[src/hdl/stli_pkg.sv]
// shared types and constants of the interpolation lookup table
package stli_pkg;
   localparam int VW = 32;
   localparam int IW = 10;
   localparam int TABLE_DEPTH = 1024;
   localparam logic ACT_LOAD  = 1'b0;
   localparam logic ACT_QUERY = 1'b1;
   localparam logic [1:0] ST_INTERP = 2'd0;
   localparam logic [1:0] ST_MATCH  = 2'd1;
   localparam logic [1:0] ST_ABOVE  = 2'd2;
   localparam logic [1:0] ST_BELOW  = 2'd3;
   localparam logic [1:0] REG_COUNT = 2'd0;
   localparam logic [1:0] REG_TOL   = 2'd1;

   typedef struct packed {
      logic          action;
      logic [IW-1:0] entry_index;
      logic [VW-1:0] point_x;
      logic [VW-1:0] point_y;
      logic [VW-1:0] query_key;
   } req_type;

   typedef struct packed {
      logic [VW-1:0] value;
      logic [1:0]    status;
   } rsp_type;
endpackage

[src/hdl/stli_front.sv]
// input stage: two-entry queue of accepted beats
module stli_front (
   input  logic             clock,
   input  logic             reset,
   input  logic             req_valid,
   output logic             req_stall,
   input  stli_pkg::req_type req_data,
   output logic             q_valid,
   input  logic             q_take,
   output stli_pkg::req_type q_data
);
   import stli_pkg::*;
   req_type   mem_ff [2];
   logic      wp_ff, rp_ff;
   logic [1:0] cnt_ff;
   logic push;
   assign req_stall = cnt_ff[1];
   assign push = req_valid && !req_stall;
   assign q_valid = cnt_ff != 2'd0;
   assign q_data = mem_ff[rp_ff];
   always_ff @(posedge clock) begin
      if (push) mem_ff[wp_ff] <= req_data;
      if (reset) begin
         wp_ff <= 1'b0; rp_ff <= 1'b0; cnt_ff <= 2'd0;
      end else begin
         if (push) wp_ff <= !wp_ff;
         if (q_take) rp_ff <= !rp_ff;
         cnt_ff <= cnt_ff + 2'(push) - 2'(q_take);
      end
   end
endmodule

[config.mk]
export PLATFORM = sky130hd
export DESIGN_NAME = stli_front
export DESIGN_NICKNAME = d
export VERILOG_FILES = /design/src/hdl/stli_pkg.sv /design/src/hdl/stli_front.sv
export SDC_FILE = /design/constraint.sdc
export NUM_CORES = 1
export LEC_CHECK = 0
export BUFFER_PORTS_ARGS = -buffer_cell sky130_fd_sc_hd__buf_2
export CAP_MARGIN = 20
export CORE_MARGIN = 2
export CORE_UTILIZATION = 45
export DETAILED_ROUTE_END_ITERATION = 8
export PLACE_DENSITY = 0.69
export SETUP_SLACK_MARGIN = 0.2
export SLEW_MARGIN = 20
export SYNTH_ARGS = -nofsm -noshare
export SYNTH_HDL_FRONTEND = slang
export SYNTH_SLANG_ARGS = --single-unit
[constraint.sdc]
create_clock -name clock -period 8.7 [get_ports clock]
set_input_delay 1.74 -clock clock [delete_from_list [all_inputs] [get_ports clock]]
set_output_delay 1.74 -clock clock [all_outputs]
set_load 0.005 [all_outputs]
# --- Yosys cells after proc, flatten, opt, wreduce, memory -nomap -nowiden ---
# Memories as Yosys holds them, arrays and structs flattened. A register that Yosys moved wholly into a read port is not among the register bits.
# Cells that the tools add are included.
classes:
  n_addsub: 2
  n_div: 0
  eq_ne: 0
  n_reduce_logical: 5
  magnitude_cmp: 0
  n_mul: 0
  n_mux: 4
  shift: 0
  bitwise: 0
ops:
  columns: ["op", "n"]
  rows:
  - ["$mux W1", 4]
  - ["$logic_not A1 Y1", 3]
  - ["$add A2 B1 Y2", 1]
  - ["$reduce_bool A2 Y1", 1]
  - ["$sub A2 B1 Y2", 1]
  - ["$logic_and A1 B1 Y1", 1]
totals:
  ramBits: 214
  n_memories: 1
  rom_bits: 0
  regBits: 4
  latchBits: 0
mem_list:
  columns: ["name", "words", "width", "rd", "rd_ports_with_merged_regs", "wr", "line_no", "rtl"]
  rows:
  - ["mem_ff", 2, 107, 1, 1, 1, "stli_front.sv:13", "req_type mem_ff [2];"]

# --- Depth between registers and ports, before layout ---
depth:
  word_depth: 4
  mapped_depth: 5
  depth_no_buf: 5

# --- Worst setup path before layout ---
# No wires, ideal clock.
synth_timing:
  path_type: "input port to flip-flop"
  startpoint: "in req_valid"
  endpoint: "mem mem_ff[0][0] (netlist bit) (enable)"
  arrival_ns: 6.325
  setup_ns: 0.574
  path_stages: 2
  slack_ns: 1.801
  path_cell_list: "nand2b_1 > nor2_1"
synth_via:
  elab_chain_len: 3
synth_lines:
  columns: ["element", "line_no", "rtl"]
  rows:
  - ["start, declared", "stli_front.sv:5", "input logic req_valid,"]
  - ["$logic_and A1 B1 Y1", "stli_front.sv:18", "assign push = req_valid && !req_stall;"]
  - ["$mux W1", "stli_front.sv:22", "if (push) mem_ff[wp_ff] <= req_data;"]
  - ["$mux W1 (not written as such)", "stli_front.sv:22", null]
  - ["end, declared", "stli_front.sv:13", null]
# Every way passes these cells.

==> results.toml <==
[synth]
synthCells = 356
syn_avg_cell_area_um2 = 22.6
synth.distinct_cells = 16
synth_top_cells_by_area = "edfxtp_1, mux2_2, mux2_4"
ys_seq_elements = 219
yosysSeqAreaShare_pct = 81.1
synth_top_cell_by_area = "edfxtp_1"
yosysWarnings = 0
synthesis.area_um2 = 8050
synthesis.nets = 468
synth_top_cell_area_share_pct = 79.9

[grt]
met2_usage_pct = 25.5
grt_max_degree = 60
grt.total_usage_pct = 15.1
overflow = 0
grt_use_met3_pct = 5.41
global_route.usage.met1_pct = 18.4
antenna_found_initial = 3
globalRoute.busiestLayer = "met2"
grt_pass1_wl_um = 21600
grt_pass1_vias = 4193

[sta]
fmax_mhz = 226
rsz0062_at_grt = "no"
worst_hold_slack_ns = 0.520
min_period_ns = 4.43
worstMarginPinSlew_ns = 0.846
slew_headroom_pct = 43.6
fin_skew_ns = 0.0129
hold_violations = 0
period_share_pct = 50.9
setup_tns_ns = 0
maxSlewViolCount = 0
setup_viol = 0

[drt]
first_pass_iters = 4
vias = 4109
wl_per_cell_um = 18.1
vias_per_cell = 4.96
drtAntennaViolNets = 0
drt_iter0_drc = 173
remaining_drc_errors = 0
routed_wl_um = 15000

[critical_path]
cp-end-kind = "output pin"
worstReg2RegEnd = "mem_ff[0][67]$_DFFE_PP_"
r2r-start = "cnt_ff[1]$_SDFF_PP0_"
worst-setup-path-type = "flop to output pin"
worst-r2r-setup-slack_ns = 6.85
worstPathRequired_ns = 6.96
start_kind = "flop"
ff2ff_path_depth = 3
arrival_ns = 2.69
crit_path_max_fanout = 55

[finish]
syn_to_final_growth_pct = 25.8
post-route-util_pct = 58.1
fillerInstances = 1365
drive_gt1_share_pct = 60.4
fin_nets = 705
fin_area_um2 = 10100

[power_and_ir_drop]
powerDensity_nw_per_um2 = 248
power_mw = 2.51
ir_drop_mv = 0.167
static-leakage-power_nw = 3.84

[cts]
holdBufCountCts = 0
post-cts-setup-buffer-count = 0
cts_resized = 0
numCtsBuffers = 23
clkSinkCount = 219
htree_levels = 1
clkSlewWorstSetupHoldPaths_ns = 0.05
cts_tree = "built"
cts_root_buf = "clkbuf_16"
clockBufferDepth = 3
clock_latency_ns = 0.49

[placed_design]
gp_congestion = 0.719
post_dp_cell_area_um2 = 9390
numPortBuffers = 219
dp_hpwl_um = 9920

[floorplanning]
dieArea_um2 = 19000
core_um2 = 17400
rows = 48
initial_core_util_pct = 46.2
die_y_um = 138
chipWidth_um = 138
ios = 220

[status]
status = "finished clean"

[run]
maxCapViolCount = 0

[worst_hold_path]
hold_class = "flop to flop"
min_path_cells = 2
worstHoldStart = "rp_ff$_SDFFE_PP0P_"
==> power breakdown <==
part / switching [mW] / total, mW / internal (mW)
Combinational: 0.131 / 0.272 / 0.141
Clock: 0.354 / 0.948 / 0.595
Sequential: 0.0297 / 1.29 / 1.26
==> routing by layer <==
| metal | part of all wire (%) | vias up |
|---|---|---|
| met5 | 0.087 | - |
| met4 | 2.2 | 2 |
| met3 | 9.7 | 28 |
| met2 | 49 | 167 |
| met1 | 39 | 2038 |
| li1 | - | 1874 |
==> how the worst max path moves through the flow <==
stage          cells after the start       from                endpoint  slack [ns]
6_report                           3       flop              q_data[51]        4.27
5_1_grt                            3       flop               q_data[9]        4.09
4_1_cts                            3       flop              q_data[12]        4.18
3_5_place_dp                       3       flop              q_data[12]        4.70
3_3_place_gp                       3       flop              q_data[12]        4.75
2_1_floorplan                      2  req_valid  mem_ff[0][0]$_DFFE_PP_        1.80
==> registers in the layout, summed over array words and instances (netlist names), named ones only <==
signal and count:
wp_ff 1, mem_ff 214, cnt_ff 2, rp_ff 1
==> cells in the final DEF (no fill, tap or decap) <==
cell / Yosys / final
buf_2: 7 / 219
edfxtp_1: 214 / 214
mux2_2: 77 / 77
mux2_4: 30 / 30
clkbuf_16: 0 / 23
buf_4: 0 / 5
bufinv_16: 0 / 4
dfxtp_1: 5 / 4
xnor2_1: 3 / 3
nor2_1: 5 / 3
clkinv_1: 0 / 3
clkbuf_1: 0 / 3
nor2_4: 0 / 2
nor2b_1: 2 / 2
nor3_1: 2 / 2
clkinv_2: 0 / 2
diode_2: 0 / 1
nand2b_1: 1 / 1
or2_2: 1 / 1
inv_1: 1 / 1
nor3b_1: 1 / 1
o21a_1: 1 / 1
ha_1: 1 / 1
dfxtp_4: 0 / 1
==> Yosys cell counts (all sizes together) <==
cell / number
dfxtp: 5
xnor2: 3
buf: 12
edfxtp: 214
nor3b: 1
nor2: 5
or2: 1
inv: 1
nor2b: 2
mux2: 107
nand2b: 1
ha: 1
nor3: 2
o21a: 1
==> area by class of cell <==
class / count / area (um2) / share of cell area (%)
Clock inverter: 9 / 141 / 1.40
Tap cell: 225 / 282 / 2.78
Multi-Input combinational cell: 124 / 1440 / 14.2
Inverter: 1 / 3.75 / 0.0371
Clock buffer: 26 / 587 / 5.80
Sequential cell: 219 / 6530 / 64.5
Timing Repair Buffer: 224 / 1130 / 11.2
Antenna cell: 1 / 2.50 / 0.0247
==> critical path, stage by stage, from the launching register on <==
cell	delay, ns
dfxtp_4	0.82
buf_4	0.79
mux2_2	0.42
buf_2	0.13
==> cells by family (layout without fill, tap and decap cells) <==
kind of cell | after synthesis | count (layout) | share of synthesized area [%]
AOI/OAI and AO/OA | 1 | 1 | 0.0933
xor gates and xnor gates | 3 | 3 | 0.327
adders and majority gates | 1 | 1 | 0.155
buffers and inverters | 13 | 260 | 1.18
DFF | 219 | 219 | 81.1
muxes | 107 | 107 | 16.4
other | 0 | 1 | 0
and+or+nand+nor | 12 | 12 | 0.762
==> stage by stage <==
step | setup WS (ns) | std cells
5_1_grt | 4.09 | 828
3_5_place_dp | 4.70 | 793
6_report | 4.27 | 829
4_1_cts | 4.18 | 828
2_1_floorplan | 1.80 | 356
3_3_place_gp | 4.75 | 793
(Power assumes the default switching activity.)
